File: src/rtl/backslash_escape_decoder_macros.svh
// ----------------------------------------------------------------------------
// Assertion macros for the backslash escape decoder
// Implication checks for the same cycle and for the next cycle. They compile
// to nothing when NO_ASSERTIONS is defined.
// ----------------------------------------------------------------------------
`ifndef BACKSLASH_ESCAPE_DECODER_MACROS_SVH
`define BACKSLASH_ESCAPE_DECODER_MACROS_SVH

`ifndef NO_ASSERTIONS

// ante holds at an edge, so cons holds at the same edge
`define BED_ASSERT_IMPL(lbl, clk, rst, ante, cons) \
   lbl: assert property (@(posedge clk) disable iff (rst) (ante) |-> (cons)) \
      else $error("same-cycle check failed");

// ante holds at an edge, so cons holds at the next edge
`define BED_ASSERT_NEXT(lbl, clk, rst, ante, cons) \
   lbl: assert property (@(posedge clk) disable iff (rst) (ante) |=> (cons)) \
      else $error("next-cycle check failed");

`else

`define BED_ASSERT_IMPL(lbl, clk, rst, ante, cons)
`define BED_ASSERT_NEXT(lbl, clk, rst, ante, cons)

`endif

`endif

File: src/rtl/bed_pkg.sv
// ----------------------------------------------------------------------------
// Backslash escape decoder package
// Character codes, decoder state and the per-transaction decode result.
// ----------------------------------------------------------------------------
package bed_pkg;

   localparam logic [7:0] BACKSLASH       = 8'h5C;
   localparam logic [7:0] CHAR_N          = 8'h6E;
   localparam logic [7:0] CHAR_R          = 8'h72;
   localparam logic [7:0] CHAR_ZERO       = 8'h30;
   localparam logic [7:0] CHAR_THREE      = 8'h33;
   localparam logic [7:0] CHAR_SEVEN      = 8'h37;
   localparam logic [7:0] LINE_FEED       = 8'h0A;
   localparam logic [7:0] CARRIAGE_RETURN = 8'h0D;
   localparam logic [1:0] OCTAL_MAX_DIGITS = 2'd3;
   localparam logic [1:0] MAX_BYTES        = 2'd3;

   typedef enum logic [1:0] {
      MODE_TEXT = 2'd0,
      MODE_ESC  = 2'd1,
      MODE_OCT  = 2'd2
   } mode_type;

   typedef struct packed {
      mode_type    mode;
      logic [7:0]  oct_value;
      logic [1:0]  oct_digits;
   } state_type;

   typedef struct packed {
      logic [2:0][7:0] bytes;   // bytes[0] goes out first
      logic [1:0]      count;
      state_type       nxt;
   } decode_type;

endpackage

File: src/rtl/bed_decode.sv
// ----------------------------------------------------------------------------
// Backslash escape decoder, byte decode
// Maps the current state and one input byte to up to three output bytes
// and the next state.
// ----------------------------------------------------------------------------
module bed_decode (
   input  bed_pkg::state_type  state,
   input  logic [7:0]          in_byte,
   input  logic                end_of_string,
   output bed_pkg::decode_type result
);
   import bed_pkg::*;

   function automatic decode_type put_byte(decode_type d, logic [7:0] b);
      if (d.count < MAX_BYTES) begin
         d.bytes[d.count] = b;
         d.count = d.count + 2'd1;
      end
      return d;
   endfunction

   // backslash opens an escape, anything else goes straight out
   function automatic decode_type plain_byte(decode_type d, logic [7:0] b);
      if (b == BACKSLASH) begin
         d.nxt.mode = MODE_ESC;
      end else begin
         d = put_byte(d, b);
      end
      return d;
   endfunction

   // zero value stays escaped as backslash, '0'
   function automatic decode_type flush_octal(decode_type d);
      if (d.nxt.oct_value != 8'h00) begin
         d = put_byte(d, d.nxt.oct_value);
      end else begin
         d = put_byte(d, BACKSLASH);
         d = put_byte(d, CHAR_ZERO);
      end
      d.nxt.mode = MODE_TEXT;
      d.nxt.oct_value = 8'h00;
      d.nxt.oct_digits = 2'd0;
      return d;
   endfunction

   always_comb begin
      decode_type d;
      d = '0;
      d.nxt = state;
      case (state.mode)
         MODE_ESC: begin
            d.nxt.mode = MODE_TEXT;
            if (in_byte == CHAR_N) begin
               d = put_byte(d, LINE_FEED);
            end else if (in_byte == CHAR_R) begin
               d = put_byte(d, CARRIAGE_RETURN);
            end else if (in_byte == BACKSLASH) begin
               d = put_byte(d, BACKSLASH);
            end else if (in_byte inside {[CHAR_ZERO:CHAR_THREE]}) begin
               d.nxt.mode = MODE_OCT;
               d.nxt.oct_value = {5'd0, in_byte[2:0]};
               d.nxt.oct_digits = 2'd1;
            end else begin
               d = put_byte(d, BACKSLASH);
               d = plain_byte(d, in_byte);
            end
         end
         MODE_OCT: begin
            if ((in_byte inside {[CHAR_ZERO:CHAR_SEVEN]}) &&
                (state.oct_digits < OCTAL_MAX_DIGITS)) begin
               d.nxt.oct_value = {state.oct_value[4:0], in_byte[2:0]};
               d.nxt.oct_digits = state.oct_digits + 2'd1;
               if (d.nxt.oct_digits >= OCTAL_MAX_DIGITS) begin
                  d = flush_octal(d);
               end
            end else begin
               d = flush_octal(d);
               d = plain_byte(d, in_byte);
            end
         end
         default: begin
            d.nxt.mode = MODE_TEXT;
            d = plain_byte(d, in_byte);
         end
      endcase

      // string end: flush whatever escape is still open
      if (end_of_string) begin
         if (d.nxt.mode == MODE_ESC) begin
            d = put_byte(d, BACKSLASH);
         end else if (d.nxt.mode == MODE_OCT) begin
            d = flush_octal(d);
         end
         d.nxt.mode = MODE_TEXT;
         d.nxt.oct_value = 8'h00;
         d.nxt.oct_digits = 2'd0;
      end
      result = d;
   end

endmodule

File: src/rtl/backslash_escape_decoder.sv
// ----------------------------------------------------------------------------
// Backslash escape decoder
// Unescapes a C-style string one byte per transaction.
//
// Request channel (req_): one escaped byte per transaction, with
// req_end_of_string high on the final byte of a string. Response channel
// (rsp_): one unescaped byte per transaction, rsp_last_out high on the final
// byte of a string. Both are valid/ready.
// Each accepted request is decoded in the accept cycle and its bytes (zero
// to three) land in a three-byte output register; the first one shows on
// rsp_ the next cycle. The register drains one byte a cycle while rsp_ready
// is high; a request making two or three bytes holds the request side until
// its last byte is taken. Requests making no bytes are taken every cycle and
// those making one byte every cycle while rsp_ready is high. req_ready stays
// high while the last buffered byte is taken, so no bubble appears between
// items. A stall holds the buffered bytes and drops req_ready while any remain.
// Reset clears the decode state to plain text and empties the buffer.
// ----------------------------------------------------------------------------
`include "backslash_escape_decoder_macros.svh"

module backslash_escape_decoder (
   input  logic       clock,
   input  logic       reset,
   input  logic       req_valid,
   output logic       req_ready,
   input  logic [7:0] req_in_byte,
   input  logic       req_end_of_string,
   output logic       rsp_valid,
   input  logic       rsp_ready,
   output logic [7:0] rsp_out_byte,
   output logic       rsp_last_out
);
   import bed_pkg::*;

   // decode state carried between transactions
   state_type       state_ff, state_in;
   // output buffer: byte 0 is at the head, shifts down on each take
   logic [2:0][7:0] buf_ff, buf_in;
   logic [1:0]      rem_ff, rem_in;     // bytes still to deliver
   logic            last_ff, last_in;   // buffered item closes its string

   decode_type      dec;
   logic            req_accept;
   logic            rsp_take;

   bed_decode u_decode (
      .state         (state_ff),
      .in_byte       (req_in_byte),
      .end_of_string (req_end_of_string),
      .result        (dec)
   );

   assign rsp_valid    = (rem_ff != 2'd0);
   assign rsp_out_byte = buf_ff[0];
   assign rsp_last_out = last_ff && (rem_ff == 2'd1);

   // take a new item when the buffer is empty or its last byte leaves now
   assign req_ready  = (rem_ff == 2'd0) || ((rem_ff == 2'd1) && rsp_ready);
   assign req_accept = req_valid && req_ready;
   assign rsp_take   = rsp_valid && rsp_ready;

   always_comb begin
      state_in = state_ff;
      buf_in   = buf_ff;
      rem_in   = rem_ff;
      last_in  = last_ff;
      if (req_accept) begin
         state_in = dec.nxt;
         buf_in   = dec.bytes;
         rem_in   = dec.count;
         last_in  = req_end_of_string;
      end else if (rsp_take) begin
         buf_in = {8'h00, buf_ff[2], buf_ff[1]};
         rem_in = rem_ff - 2'd1;
      end
   end

   always_ff @(posedge clock) begin
      if (reset) begin
         state_ff <= '{mode: MODE_TEXT, oct_value: 8'h00, oct_digits: 2'd0};
         rem_ff   <= 2'd0;
         last_ff  <= 1'b0;
      end else begin
         state_ff <= state_in;
         rem_ff   <= rem_in;
         last_ff  <= last_in;
      end
   end

   always_ff @(posedge clock) begin
      buf_ff <= buf_in;
   end

   // an item that makes bytes shows its first byte next cycle
   `BED_ASSERT_NEXT(a_bytes_follow, clock, reset,
                    req_accept && (dec.count != 2'd0), rsp_valid)
   // more than one byte left means the request side is held
   `BED_ASSERT_IMPL(a_hold_when_busy, clock, reset,
                    rem_ff > 2'd1, !req_ready)
   // end of string leaves no escape open
   `BED_ASSERT_NEXT(a_eos_clears, clock, reset,
                    req_accept && req_end_of_string,
                    (state_ff.mode == MODE_TEXT) && (state_ff.oct_digits == 2'd0))
   // an open octal escape has one or two digits in hand
   `BED_ASSERT_IMPL(a_oct_digits, clock, reset,
                    state_ff.mode == MODE_OCT,
                    (state_ff.oct_digits == 2'd1) || (state_ff.oct_digits == 2'd2))

endmodule

File: config.mk
export PLATFORM = sky130hd
export DESIGN_NAME = backslash_escape_decoder
export DESIGN_NICKNAME = d
export VERILOG_FILES = /design/src/rtl/bed_pkg.sv /design/src/rtl/bed_decode.sv /design/src/rtl/backslash_escape_decoder.sv
export VERILOG_INCLUDE_DIRS = /design/src /design/src/rtl
export SDC_FILE = /design/constraint.sdc
export NUM_CORES = 1
export LEC_CHECK = 0
export BUFFER_PORTS_ARGS = -buffer_cell sky130_fd_sc_hd__buf_2
export CELL_PAD_IN_SITES_DETAIL_PLACEMENT = 0
export CELL_PAD_IN_SITES_GLOBAL_PLACEMENT = 1
export CORE_ASPECT_RATIO = 1.75
export CORE_MARGIN = 4
export CORE_UTILIZATION = 40
export CTS_BUF_LIST = sky130_fd_sc_hd__clkbuf_4
export DETAILED_ROUTE_END_ITERATION = 8
export MAX_ROUTING_LAYER = met4
export PLACE_DENSITY_LB_ADDON = 0.1
export SYNTH_ARGS = -nofsm -noshare
export SYNTH_HDL_FRONTEND = slang
export SYNTH_SLANG_ARGS = --single-unit
File: constraint.sdc
create_clock -name clock -period 3.1 [get_ports clock]
set_clock_uncertainty 0.2 [all_clocks]
set_input_delay 0 -clock clock [delete_from_list [all_inputs] [get_ports clock]]
set_output_delay 0 -clock clock [all_outputs]
set_load 0.02 [all_outputs]
==> metrics.md <==
| Metric | Value |
|---|---|
| Drt wl/cell | `22.18 um` |
| FF/Latch Area | `1021 um^2` |
| Routability cong. | `0.9868` |
| Drt first-iter violations | `330` |
| Final nets | `500` |
| Die extent in x | `77.43 um` |
| CTS Buf Count | `5` |
| Top_reg_cell synth | `edfxtp_1` |
| Worst-Margin Slew | `692.2 ps` |
| Ys async rst share | `0` |
| Synth warnings | `0` |
| Detailed Route WL | `12,750 um` |
| Crit path max fanout | `6` |
| Reg2reg path depth | `8` |
| Simple-gate share of the synthesized area | `0.2540` |
| Clock-pin transition on the worst setup and hold timing paths | `130 ps` |
| Post-synth EDFFs | `24` |
| Postcts setup bufs | `0` |
| Insertion delay to the later sink of the worst-skew pair | `380 ps` |
| Antenna violation net count after detailed routing | `0` |
| Commonest non-fill, non-tap cell in the layout | `nand2_1` |
| Tcrit/Tclk final | `0.9850` |
| P_sw | `0.0004739 W` |
| Top delay family on crit path | `simple AND/OR/NAND/NOR gates` |
| Slew HR | `0.5343` |
| Launch point of the worst reg-to-reg path | `state_ff[2]` |
| Seq pwr share | `0.469` |
| Peak supply drop | `187.7 uV` |
| Inserted Diodes | `0` |
| Area of the multi-input gates | `2131 um^2` |
| Final hold slack | `69.74 ps` |
| Most frequent cells in the layout | `60 x nand2_1, 55 x buf_4, 35 x nor2_1` |
| Total power | `0.001421 W` |
| Number of cells on the critical path | `8` |
| Hold Crit Class | `input port to flop` |
| Global-route usage over all layers | `0.2671` |
| Setup-failing EPs final | `0` |
| Hold_sp | `req_in_byte[1]` |
| WHS Path Cells | `3` |
| CP max-delay cell | `or4_1` |
| Sequential area share after synthesis | `0.3026` |
| CTS Buffer Depth | `2` |
| DP Wirelength | `9952 um` |
| Worst Path Buf+Inv | `0` |
| MaxCap Viol Count | `0` |
| PortBufs | `23` |
| Compound-Gate Fraction of Synth Area | `0.3222` |
| Core Region | `8258 um^2` |
| Initial antenna violation count | `0` |
| Die height | `129.5 um` |
| Post-Syn Area per Cell | `7.940 um^2` |
| Unrepaired setup endpoints after global routing | `true` |
| CP peak stage delay | `600 ps` |
| Comb pwr share | `0.267` |
| # rows | `44` |
| DR DRC count | `0` |
| Minimum clock period | `3054 ps` |
| Switch share | `0.3336` |
| Largest net degree at the start of global routing | `26` |
| CTS tree | `yes` |
| Worst Setup Start Kind | `flop` |
| Pwr/cell area | `349.2 nW/um^2` |
| Clk sink count | `39` |
| Largest family of logic cells by synthesized area | `compound AO/OA/AOI/OAI gates` |
| Mapped cell area | `3374 um^2` |
| CP arrival | `3000 ps` |
| Lkg Pwr | `1.605 nW` |
| GRT overflow | `0` |
| Vias in the first global route | `3,640` |
| Ports | `24` |
| Clock share of power | `0.264` |
| Pint | `0.0009468 W` |
| P&R area growth vs syn | `20.58%` |
| TritonRoute pass-1 iters | `7` |
| Initial Util | `0.4086` |
| Flops & latches, synth | `39` |
| Slew Viols, Final | `0` |
| Synthesized Nets | `443` |
| Post-synthesis mux area share | `0.01483` |
| Global-route wire length before repair | `19,890 um` |
| Max Fclk | `0.3275 GHz` |
| Synth cell types | `78` |
| Worst path cell trace | `or4_1 -> or3_1 -> a22o_1 -> or2_4 -> and2_2 -> a221oi_2 -> nand3_1 -> a41o_1` |
| Final Hold Fails | `0` |
| Die area | `10,030 um^2` |
| Setup TNS Final | `0 ps` |
| CP Capture Type | `flop` |
| Critical path origin | `state_ff[2]` |
| Status | `complete, no violations` |
| Setup CP Type | `flop to flop` |
| Reg2reg setup slack | `50 ps` |
| Xor/xnor share of the synthesized area | `0.007786` |
| Vias per std cell | `6.266` |
| Layout cells sized above 1 | `0.2443` |
| Synthesized-area fraction occupied by adder cells | `0.01854` |
| Via Count | `3,603` |
| Cells after synthesis | `425` |
| H-tree depth | `2` |
| Worst Path Required | `3040 ps` |
| Fill count | `849` |
| CTS root buf | `clkbuf_4` |
## final timing paths
kind                                   end
worst min register to register     last_ff
worst max-delay path            buf_ff[21]
worst min-delay path            buf_ff[17]
worst max register to register  buf_ff[21]
## state kept, by name, indices dropped and copies added (netlist names)
signal        flops
buf_ff           16
rsp_out_byte      8
state_ff         12
last_ff           1
rem_ff            2
## layout make-up
class / count / share of cell area
clock inverters: 3 / 0.01076
inverters: 14 / 0.01292
flip-flops and latches: 39 / 0.2509
multi-input cells: 332 / 0.5237
repair buffers: 90 / 0.1642
well taps: 92 / 0.02829
clock buffers: 5 / 0.009225
## synthesized netlist by cell type, types with 3 or more instances
cell / instances / area, um^2
buf_2: 6 / 30.03
buf_4: 9 / 67.56
o41ai_1: 4 / 35.03
mux2i_1: 5 / 50.05
nor3_1: 6 / 30.03
o211ai_1: 3 / 22.52
buf_6: 3 / 33.78
a22o_1: 11 / 96.34
clkbuf_2: 3 / 15.01
inv_1: 14 / 52.55
dfxtp_1: 15 / 300.3
nand4_1: 5 / 31.28
and2_1: 7 / 43.79
or2_2: 3 / 18.77
a21oi_1: 34 / 170.2
edfxtp_1: 24 / 720.7
nand2b_1: 3 / 18.77
clkbuf_1: 19 / 71.32
a211oi_1: 3 / 22.52
ha_1: 5 / 62.56
nand2_1: 60 / 225.2
a22oi_1: 20 / 150.1
a31oi_1: 5 / 31.28
a32o_1: 3 / 30.03
a32oi_1: 3 / 26.28
nor2_1: 36 / 135.1
xnor2_1: 3 / 26.28
o21ai_0: 22 / 110.1
o31ai_1: 7 / 52.55
nor2b_1: 3 / 18.77
nand3_1: 15 / 75.07
nor4_1: 5 / 31.28
## per-stage QoR
step,worst slack [ps],cells,util,area [um^2]
floorplan,76.64,425,-,3390
global placement,85.26,557,0.4668,3855
detailed placement,70.44,557,0.4668,3855
CTS,65.42,575,0.4888,4036
global route,-13.56,575,0.4927,4069
finish,46.41,575,0.4927,4069
## tightest hold or removal path, cell delays in order
cell and delay, ps:
buf_2 190, a22oi_1 210, a311oi_1 90
## what timing repair did
action	in CTS	in global routing
hold buffers	10	0
endpoints found under the hold margin	24	0
resized for setup	0	9
setup endpoints to repair	0	16
## kinds of logic (layout without fill, tap and decap cells)
group           Yosys count  after routing
xor+xnor                  3              3
fa+ha+maj                 5              5
simple gates            169            169
flops                    39             39
compound gates          150            150
mux                       5              5
buf+inv                  54            112
## power groups by stage
stage                     sequential (W)  clock (W)  combinational (W)
after floorplan                 0.000674          0           0.000278
after global placement          0.000679          0           0.000368
after detailed placement        0.000680          0           0.000370
after CTS                       0.000668   0.000384           0.000380
after global routing            0.000674   0.000400           0.000417
final                           0.000666   0.000375           0.000380
## layer usage
metal / part of all wire / up-vias / global-route usage / wire length (um)
li1: - / 1712 / - / -
met1: 0.38 / 1711 / 0.2788 / 4835
met2: 0.52 / 128 / 0.4763 / 6668
met3: 0.031 / 52 / 0.02503 / 399
met4: 0.066 / 0 / 0.1730 / 848
met5: 0 / - / - / 0
(Power assumes the default switching activity.)
